**src/sv/aoc_pkg.sv**
```systemverilog
// shared types and constants for the alpha over compositor
package aoc_pkg;

  localparam int unsigned ChW    = 8;
  localparam int unsigned DivW   = 16;
  localparam int unsigned NumW   = 24;
  localparam int unsigned DshW   = DivW + ChW - 1;
  localparam int unsigned NLanes = 4;
  localparam int unsigned NCells = ChW;

  localparam logic [ChW-1:0] ChMax = 8'd255;

  // lane order inside the divider row
  localparam int unsigned LaneRed   = 0;
  localparam int unsigned LaneGreen = 1;
  localparam int unsigned LaneBlue  = 2;
  localparam int unsigned LaneAlpha = 3;

  typedef struct packed {
    logic [ChW-1:0] src_red;
    logic [ChW-1:0] src_green;
    logic [ChW-1:0] src_blue;
    logic [ChW-1:0] src_alpha;
    logic [ChW-1:0] dst_red;
    logic [ChW-1:0] dst_green;
    logic [ChW-1:0] dst_blue;
    logic [ChW-1:0] dst_alpha;
  } pix_in_t;

  typedef struct packed {
    logic [ChW-1:0] out_red;
    logic [ChW-1:0] out_green;
    logic [ChW-1:0] out_blue;
    logic [ChW-1:0] out_alpha;
    logic           kept_destination;
  } pix_out_t;

  // one division lane: partial remainder, aligned divisor, quotient so far
  typedef struct packed {
    logic [NumW-1:0] rem;
    logic [DshW-1:0] dsh;
    logic [ChW-1:0]  quo;
  } lane_t;

  typedef struct packed {
    lane_t [NLanes-1:0] lane;
    logic               kept;
  } cell_t;

endpackage

```
**src/sv/aoc_prep.sv**
```systemverilog
// two front stages: products, then numerators and divisors per lane
module aoc_prep import aoc_pkg::*; (
  input  logic    clk_i,
  input  logic    rst_ni,
  input  logic    valid_i,
  output logic    ready_o,
  input  pix_in_t data_i,
  output logic    valid_o,
  input  logic    ready_i,
  output cell_t   data_o
);

  typedef struct packed {
    pix_in_t          pix;
    logic [2:0][15:0] ps;
    logic [15:0]      wa;
  } prod_t;

  logic  a_valid_q, b_valid_q;
  prod_t a_q, a_d;
  cell_t b_q, b_d;
  logic  a_ready, b_ready;

  assign b_ready = !b_valid_q || ready_i;
  assign a_ready = !a_valid_q || b_ready;
  assign ready_o = a_ready;
  assign valid_o = b_valid_q;
  assign data_o  = b_q;

  // stage a: source color times source alpha, dst alpha times (255 - as)
  always_comb begin
    a_d.pix   = data_i;
    a_d.ps[0] = 16'(data_i.src_red)   * 16'(data_i.src_alpha);
    a_d.ps[1] = 16'(data_i.src_green) * 16'(data_i.src_alpha);
    a_d.ps[2] = 16'(data_i.src_blue)  * 16'(data_i.src_alpha);
    a_d.wa    = 16'(data_i.dst_alpha) * 16'(ChMax - data_i.src_alpha);
  end

  // stage b: build numerator and divisor for each lane
  always_comb begin
    logic [ChW-1:0] src_c [3];
    logic [ChW-1:0] dst_c [3];
    logic [DivW-1:0] den;
    logic [NumW-1:0] num;
    src_c[0] = a_q.pix.src_red;
    src_c[1] = a_q.pix.src_green;
    src_c[2] = a_q.pix.src_blue;
    dst_c[0] = a_q.pix.dst_red;
    dst_c[1] = a_q.pix.dst_green;
    dst_c[2] = a_q.pix.dst_blue;
    den = DivW'({a_q.pix.src_alpha, 8'd0}) - DivW'(a_q.pix.src_alpha) + a_q.wa;
    b_d = '0;
    b_d.kept = 1'b0;
    for (int i = 0; i < 3; i++) begin
      num = {a_q.ps[i], 8'd0} - NumW'(a_q.ps[i]) + NumW'(dst_c[i]) * NumW'(a_q.wa);
      priority if (a_q.pix.src_alpha == '0) begin
        b_d.lane[i].rem = NumW'(dst_c[i]);
        b_d.lane[i].dsh = DshW'({DivW'(1), 7'd0});
      end else if (a_q.pix.src_alpha == ChMax) begin
        b_d.lane[i].rem = NumW'(src_c[i]);
        b_d.lane[i].dsh = DshW'({DivW'(1), 7'd0});
      end else begin
        b_d.lane[i].rem = num;
        b_d.lane[i].dsh = DshW'({den, 7'd0});
      end
    end
    priority if (a_q.pix.src_alpha == '0) begin
      b_d.lane[LaneAlpha].rem = NumW'(a_q.pix.dst_alpha);
      b_d.lane[LaneAlpha].dsh = DshW'({DivW'(1), 7'd0});
      b_d.kept = 1'b1;
    end else if (a_q.pix.src_alpha == ChMax) begin
      b_d.lane[LaneAlpha].rem = NumW'(ChMax);
      b_d.lane[LaneAlpha].dsh = DshW'({DivW'(1), 7'd0});
    end else begin
      b_d.lane[LaneAlpha].rem = NumW'(den);
      b_d.lane[LaneAlpha].dsh = DshW'({DivW'(ChMax), 7'd0});
    end
  end

  always_ff @(posedge clk_i or negedge rst_ni) begin
    if (!rst_ni) begin
      a_valid_q <= 1'b0;
      b_valid_q <= 1'b0;
    end else begin
      if (a_ready) a_valid_q <= valid_i;
      if (b_ready) b_valid_q <= a_valid_q;
    end
  end

  always_ff @(posedge clk_i) begin
    if (a_ready && valid_i) a_q <= a_d;
    if (b_ready && a_valid_q) b_q <= b_d;
  end

endmodule

```
**src/sv/aoc_div_cell.sv**
```systemverilog
// one restoring division step for all lanes, one quotient bit per cell
module aoc_div_cell import aoc_pkg::*; (
  input  logic  clk_i,
  input  logic  rst_ni,
  input  logic  valid_i,
  output logic  ready_o,
  input  cell_t data_i,
  output logic  valid_o,
  input  logic  ready_i,
  output cell_t data_o
);

  logic  valid_q;
  cell_t data_q, data_d;

  assign ready_o = !valid_q || ready_i;
  assign valid_o = valid_q;
  assign data_o  = data_q;

  always_comb begin
    logic take;
    data_d = data_i;
    for (int i = 0; i < NLanes; i++) begin
      take = data_i.lane[i].rem >= NumW'(data_i.lane[i].dsh);
      if (take) data_d.lane[i].rem = data_i.lane[i].rem - NumW'(data_i.lane[i].dsh);
      data_d.lane[i].dsh = data_i.lane[i].dsh >> 1;
      data_d.lane[i].quo = {data_i.lane[i].quo[ChW-2:0], take};
    end
  end

  always_ff @(posedge clk_i or negedge rst_ni) begin
    if (!rst_ni) begin
      valid_q <= 1'b0;
    end else if (ready_o) begin
      valid_q <= valid_i;
    end
  end

  always_ff @(posedge clk_i) begin
    if (ready_o && valid_i) data_q <= data_d;
  end

endmodule

```
**src/sv/alpha_over_compositor.sv**
```systemverilog
// top level: porter-duff over blend of one rgba8 pixel pair per beat
//
// input channel in_valid_i/in_ready_o carries one source and one
// destination pixel per beat (pix_in_t); output channel out_valid_o/
// out_ready_i returns the blended pixel plus kept_destination (pix_out_t)
// two front stages form products, numerators and divisors, then a row of 8
// divider cells each resolves one quotient bit for red, green, blue and
// alpha together
// throughput is one beat per cycle while out_ready_i is high; every stage
// holds its own valid bit so bubbles collapse and a new beat is taken while
// a finished result waits in the last cell, which is the output register
// transparent and opaque source pixels ride the same row with divisor 1
// reset clears all valid bits; payload registers are not reset
// when the receiver stalls the row fills up and in_ready_o drops only
// once every stage holds a beat
module alpha_over_compositor import aoc_pkg::*; (
  input  logic     clk_i,
  input  logic     rst_ni,
  input  logic     in_valid_i,
  output logic     in_ready_o,
  input  pix_in_t  in_data_i,
  output logic     out_valid_o,
  input  logic     out_ready_i,
  output pix_out_t out_data_o
);

  // row links: index 0 is the front end output, index NCells the last cell
  logic  row_valid [NCells+1];
  logic  row_ready [NCells+1];
  cell_t row_data  [NCells+1];

  aoc_prep u_prep (
    .clk_i   (clk_i),
    .rst_ni  (rst_ni),
    .valid_i (in_valid_i),
    .ready_o (in_ready_o),
    .data_i  (in_data_i),
    .valid_o (row_valid[0]),
    .ready_i (row_ready[0]),
    .data_o  (row_data[0])
  );

  for (genvar g = 0; g < NCells; g++) begin : g_cell
    aoc_div_cell u_cell (
      .clk_i   (clk_i),
      .rst_ni  (rst_ni),
      .valid_i (row_valid[g]),
      .ready_o (row_ready[g]),
      .data_i  (row_data[g]),
      .valid_o (row_valid[g+1]),
      .ready_i (row_ready[g+1]),
      .data_o  (row_data[g+1])
    );
  end

  // the last cell output is the result register
  assign row_ready[NCells] = out_ready_i;
  assign out_valid_o       = row_valid[NCells];

  always_comb begin
    out_data_o.out_red          = row_data[NCells].lane[LaneRed].quo;
    out_data_o.out_green        = row_data[NCells].lane[LaneGreen].quo;
    out_data_o.out_blue         = row_data[NCells].lane[LaneBlue].quo;
    out_data_o.out_alpha        = row_data[NCells].lane[LaneAlpha].quo;
    out_data_o.kept_destination = row_data[NCells].kept;
  end

`ifndef ASSERT_OFF
  // input back-pressure only when the whole row is full and blocked
  a_ready_full: assert property (@(posedge clk_i) disable iff (!rst_ni)
    !in_ready_o |-> (out_valid_o && !out_ready_i && row_valid[0]))
    else $error("input stalled while row has room");

  // pass-through beats enter the divider with unit divisors
  a_kept_unit: assert property (@(posedge clk_i) disable iff (!rst_ni)
    (row_valid[0] && row_data[0].kept) |->
      (row_data[0].lane[LaneAlpha].dsh == DshW'({DivW'(1), 7'd0})
       && row_data[0].lane[LaneRed].dsh == DshW'({DivW'(1), 7'd0})))
    else $error("pass-through beat has non-unit divisor");

  // a result can only appear after the previous cell held a beat
  a_out_src: assert property (@(posedge clk_i) disable iff (!rst_ni)
    $rose(out_valid_o) |-> $past(row_valid[NCells-1]))
    else $error("result appeared from an empty cell");
`endif

endmodule
```
**config.mk**
```make
export PLATFORM = sky130hd
export DESIGN_NAME = alpha_over_compositor
export DESIGN_NICKNAME = d
export VERILOG_FILES = /design/src/sv/aoc_pkg.sv /design/src/sv/aoc_prep.sv /design/src/sv/aoc_div_cell.sv /design/src/sv/alpha_over_compositor.sv
export SDC_FILE = /design/constraint.sdc
export NUM_CORES = 2
export LEC_CHECK = 0
export BUFFER_PORTS_ARGS = -buffer_cell sky130_fd_sc_hd__buf_2
export CORE_MARGIN = 4
export CORE_UTILIZATION = 45
export CTS_CLUSTER_DIAMETER = 200
export DETAILED_ROUTE_END_ITERATION = 16
export GPL_TIMING_DRIVEN = 0
export PLACE_DENSITY = 0.64
export SYNTH_ARGS = -nofsm -noshare
export SYNTH_HDL_FRONTEND = slang
export SYNTH_SLANG_ARGS = --single-unit
```
**constraint.sdc**
```tcl
create_clock -name clk_i -period 9.9 [get_ports clk_i]
set_clock_uncertainty 0.1 [all_clocks]
set_input_delay 0.495 -clock clk_i [delete_from_list [all_inputs] [get_ports clk_i]]
set_output_delay 0.495 -clock clk_i [all_outputs]
set_load 0.02 [all_outputs]
```
Word-level counts from Yosys, hierarchy flattened
Index checks and enable logic that the tools add are counted.

word-level totals
  flip-flop bits (word level) = 1651
  input bits = 68

cells by class
  $add $sub $neg = 37
  multiply operators = 7
  magnitude comparators = 32
  equal/unequal tests = 1
  mux-type cells = 37
  reduce and logical (&&, ||, !) cells = 32

operators with widths
  kind             count
  $mux 24          28
  $mux 31          8
  $ge 24x16->1     4
  $ge 24x17->1     4
  $ge 24x18->1     4
  $ge 24x19->1     4
  $ge 24x20->1     4
  $ge 24x21->1     4
  $ge 24x22->1     4
  $ge 24x23->1     4
  $sub 24x17->24   4
  $sub 24x18->24   4
  $sub 24x19->24   4
  $sub 24x20->24   4
  $sub 24x21->24   4
  $sub 24x22->24   4
  $sub 24x23->24   4
  $add 24x24->24   3
  $mul 8x16->24    3
  $sub 24x16->24   3
  $mul 8x8->16     3
  $add 16x16->16   1
  $mul 8x16->16    1
  $sub 16x8->16    1
  other kinds (8)  35

Logic depth before layout (Yosys ltp)
  depth in word-level cells = 12
  gate-level depth with buffers = 22
  gate-level depth less buffers = 20

Modules after synthesis
A second synthesis with hierarchy kept.

unflattened totals
  cell total of the unflattened synthesis = 12711
  area, all modules = 135038.3 µm²

by module, submodules not included
  module                               instances  cells each  area an instance (µm²)  sequential area each (µm²)
  aoc_div_cell (g_cell[4].u_cell ...)  4          1188        12848.6                 6541.3
  aoc_prep                             1          3369        32717.6                 6836.6
  aoc_div_cell (g_cell[2].u_cell ...)  2          1142        12741.0                 6541.3
  aoc_div_cell (g_cell[0].u_cell ...)  2          1153        12722.2                 6541.3

Worst setup path before layout
Ideal clock, no wire load.

  kind = register to register
  start point = reg g_cell[7].u_cell.valid_q
  end point = reg g_cell[3].u_cell.data_q, in the netlist g_cell[3].u_cell.data_o[0] (enable)
  setup time = 0.636 ns
  arrival = 6.563 ns
  setup slack = 2.601 ns
  stages on the path, launching flop included = 5
  clock period less this slack = 7.299 ns
  path through = dfrtp_1 > nor2b_1 > nand3_1 > nor2_1 > nor2b_1

between the ends
  word-level cells in the longest chain between the ends = 7

ends and longest elaborated chain
  what                           RTL line            text
  start: declaration             aoc_div_cell.sv:13  logic valid_q;
  start signal: assignment       aoc_div_cell.sv:35  valid_q <= valid_i;
  $logic_not 1->1                aoc_div_cell.sv:16  assign ready_o = !valid_q || ready_i;
  $logic_or 1x1->1 (5 in a row)  aoc_div_cell.sv:16
  $logic_and 1x1->1              aoc_div_cell.sv:40  if (ready_o && valid_i) data_q <= data_d;
  end signal: assignment         aoc_div_cell.sv:40
  end: declaration               aoc_div_cell.sv:14  cell_t data_q, data_d;

Every way passes these cells.
A chain may end at the register's enable or synchronous reset.

Worst setup path after layout
  start point = reg u_prep.a_q[14] (netlist name)
  end point = reg u_prep.b_q, in the netlist u_prep.data_o[165], data pin

between the ends
  word-level cells in the longest chain between the ends = 2

ends and longest elaborated chain
  what                      RTL line        text
  start: declaration        aoc_prep.sv:20  prod_t a_q, a_d;
  start signal: assignment  aoc_prep.sv:91  if (a_ready && valid_i) a_q <= a_d;
  $mul 8x16->24             aoc_prep.sv:55  num = {a_q.ps[i], 8'd0} - NumW'(a_q.ps[i]) + NumW'(dst_c[i]) * NumW'(a_q.wa);
  $add 24x24->24            aoc_prep.sv:55
  end signal: assignment    aoc_prep.sv:92  if (b_ready && a_valid_q) b_q <= b_d;
  end: declaration          aoc_prep.sv:21  cell_t b_q, b_d;

Every way passes these cells.

==> flow_summary_export.csv <==
group,metric,value,unit
setup_path,end_kind,"register",
synth,synth-simple-area-share,13.32,%
placement,post_dp_cell_area,90760,um^2
synth,synthAdderAreaFrac,23.19,%
setup_path,r2r_setup_slack,2.43,ns
global_route,grt_start_max_net_pins,77,
routing,avgRoutedWirePerCell,19.82,um
floorplanning,die_y,446.9,um
setup_path,critPathArrivalTime,7.88,ns
clocking,h-tree-depth,4,
setup_path,critPathRequiredTime,10.31,ns
clocking,clockBufferDepth,3,
synth,seq_area_frac_synth,40.78,%
floorplanning,io_pins,103,
hold_path,holdPathStages,0,
routing,drcViolationCount,0,
floorplanning,rows,160,
global_route,antenna_found_initial,2,
clocking,cts_tree,"yes",
setup_path,path_max_fanout,10,
routing,drt_iter0_drc,3190,
clocking,cts_sinks,1179,
synth,synth_top_family_by_area,"adder cells",
timing,hold_violations,0,
routing,via_count,58467,
floorplanning,coreArea,190800,um^2
cells_and_area,layout-drive-gt1-share,5.709,%
cells_and_area,num-nets-final,9780,
clocking,cts_made_buffers,130,
routing,first_pass_iters,7,
placement,io_buffers,102,
synth,ys_ff_latch,1179,
clocking,cts_hold_buf,68,
timing,min_period,7.471,ns
synth,synth_flop_cell,"edfxtp_1",
hold_path,min_to,"g_cell[7].u_cell.data_o[172]$_DFFE_PP_",
timing,period_share,75.46,%
hold_path,hp-class,"reg -> reg",
global_route,grtUsageTotal,22.02,%
synth,synthMuxAreaShare,1.648,%
synth,yosysMostFrequentCell,"edfxtp_1",
setup_path,start_kind,"register",
synth,synth_xor_area_share,5.788,%
synth,synth_edf_count,1169,
placement,gp_congestion,0.9515,
clocking,worstSkewPairLatency,0.79,ns
setup_path,r2r-end,"u_prep.data_o[165]$_SDFFCE_PP0P_",
timing,tns,0,ns
clocking,cts-root-buf,"clkbuf_16",
routing,ant_nets,0,
synth,yosysUniqueCellTypes,86,
floorplanning,die-area,199800,um^2
hold_path,holdCritStartpoint,"g_cell[6].u_cell.data_o[171]$_DFFE_PP_",
setup_path,r2r_start,"u_prep.a_q[14]$_DFFE_PP_",
global_route,grt_overflow,0,
routing,vias_per_cell,5.303,
clocking,cts_repair_resize_count,0,
floorplanning,die_w,446.9,um
clocking,post-cts-setup-buffer-count,0,
global_route,grt_pass1_wl,339.6,mm
routing,routed_wirelength,218.5,mm
timing,setup_viol,0,
synth,synth.avg_cell_area,10.71,um^2
clocking,path_clk_slew,0.06,ns
synth,synth_cells,8092,
synth,synthTopCellsByCount,"1,169 x edfxtp_1, 920 x inv_1, 788 x ha_1",
timing,drv_slew,0,
synth,synth_top_area_share,40.49,%
outcome,outcome,"finished clean",
flow_run,maxCapViolations,0,
global_route,grt_pass1_vias,59908,
timing,worst_pin_slew,1.345,ns
synth,yosysWarnings,0,
cells_and_area,syn2layout_area_growth,10.37,%
timing,hold_slack,0.3030,ns
timing,fmax,133.9,MHz
synth,synth_area_leaders,"edfxtp_1 40%, fa_1 12%, ha_1 11%",
cells_and_area,design_area,95690,um^2
timing,rsz0062_at_grt,"no",
synth,synth_largest_area_cell,"edfxtp_1",
synth,async_flop_share,0.8482,%
floorplanning,initial_core_util,45.44,%
placement,dp_hpwl,179.4,mm
setup_path,r2r_cells,20,
synth,syn_area,86700,um^2
timing,relSlewSlack,10.08,%
synth,synth_compound_area_share,10.42,%
setup_path,critical_path_class,"reg -> reg",
-- routing by layer --
layer	GRT usage, %	wire [um]	vias up
li1	-	-	28835
met1	25.58	87680	27820
met2	38.83	107800	1344
met3	2.750	7680	468
met4	13.39	15270	0
met5	0	0	-
-- flip-flops by register name, summed over array words and instances, names as in the netlist --
name,count
u_prep.a_valid_q,1
u_prep.a_q,128
g_cell.u_cell.data_o,943
g_cell.u_cell.valid_o,8
u_prep.data_o,98
u_prep.valid_o,1
-- final cells by class --
class,count,area (um^2)
antenna,1,2.502
buffer,191,733.2
clock buffer,158,3378
clock inverter,75,867.1
fill,17018,95090
inverter,922,3466
multi-input combinational,5803,47200
sequential,1179,35350
tap,2511,3142
timing repair buffer,185,1551
-- through the flow --
stage                     setup slack, ns  util [%]  cells
after detailed placement            2.566     47.57  10723
final                               2.429     50.16  11025
after floorplan                     2.601         -   8095
after global placement             0.4165     47.36  10708
after global routing                2.149     50.16  11024
after CTS                           2.550     50.16  11024
-- worst max path at each step --
stage,startpoint,endpoint,cells past startpoint,slack [ns]
6_report,u_prep.a_q[14]$_DFFE_PP_,u_prep.data_o[165]$_SDFFCE_PP0P_,20,2.43
5_1_grt,u_prep.a_q[14]$_DFFE_PP_,u_prep.data_o[165]$_SDFFCE_PP0P_,20,2.15
4_1_cts,u_prep.a_q[14]$_DFFE_PP_,u_prep.data_o[165]$_SDFFCE_PP0P_,20,2.55
3_5_place_dp,u_prep.a_q[14]$_DFFE_PP_,u_prep.data_o[165]$_SDFFCE_PP0P_,20,2.57
3_3_place_gp,out_ready_i,g_cell[3].u_cell.data_o[169]$_DFFE_PP_,5,0.42
2_1_floorplan,g_cell[7].u_cell.valid_o$_DFFE_PN0P_,g_cell[3].u_cell.data_o[0]$_DFFE_PP_,4,2.60
-- logic make-up (layout without fill, tap and decap cells) --
group           count (synthesis)  count (layout)
buf+inv                      1113            1531
fa+ha+maj                    1300            1300
mux                           131             131
simple gates                 2327            2327
other cells                     1               5
xor+xnor                      573             573
flops                        1179            1179
compound gates               1468            1468
-- placed cells by master (no fill, tap or decap), drive strengths merged, types with 37 or more instances in the layout --
master	n
edfxtp	1169
inv	930
ha	788
nand2	669
a21oi	523
nor2	517
fa	512
clkbuf	337
o21ai	332
xnor2	316
and2	314
xor2	257
a21o	188
nor3	145
buf	129
nor2b	128
nand2b	118
nand3	101
mux2	94
o21a	70
nor4	70
dlygate4sd3	68
a31oi	60
nand4	56
clkinv	55
or3	49
o21bai	48
or2	40
mux2i	37
-- worst max-delay path, stage by stage, from the launching register on --
cell       delay, ns
edfxtp_1        0.61
clkbuf_1        0.84
nand2_1         0.16
fa_1            0.54
inv_1           0.05
fa_1            0.53
fa_1            0.45
fa_1            0.54
inv_1           0.06
fa_1            0.52
inv_1           0.05
ha_1            0.37
a41oi_1         0.22
o21ai_0         0.15
a21o_1          0.25
nor4_1          0.41
nor3_1          0.12
a2111oi_0       0.76
a21oi_1         0.20
xnor2_1         0.20
nor2_1          0.05
Power is not shown: default switching activity piles up to over one toggle a cycle in this logic, so the estimate is an artifact.
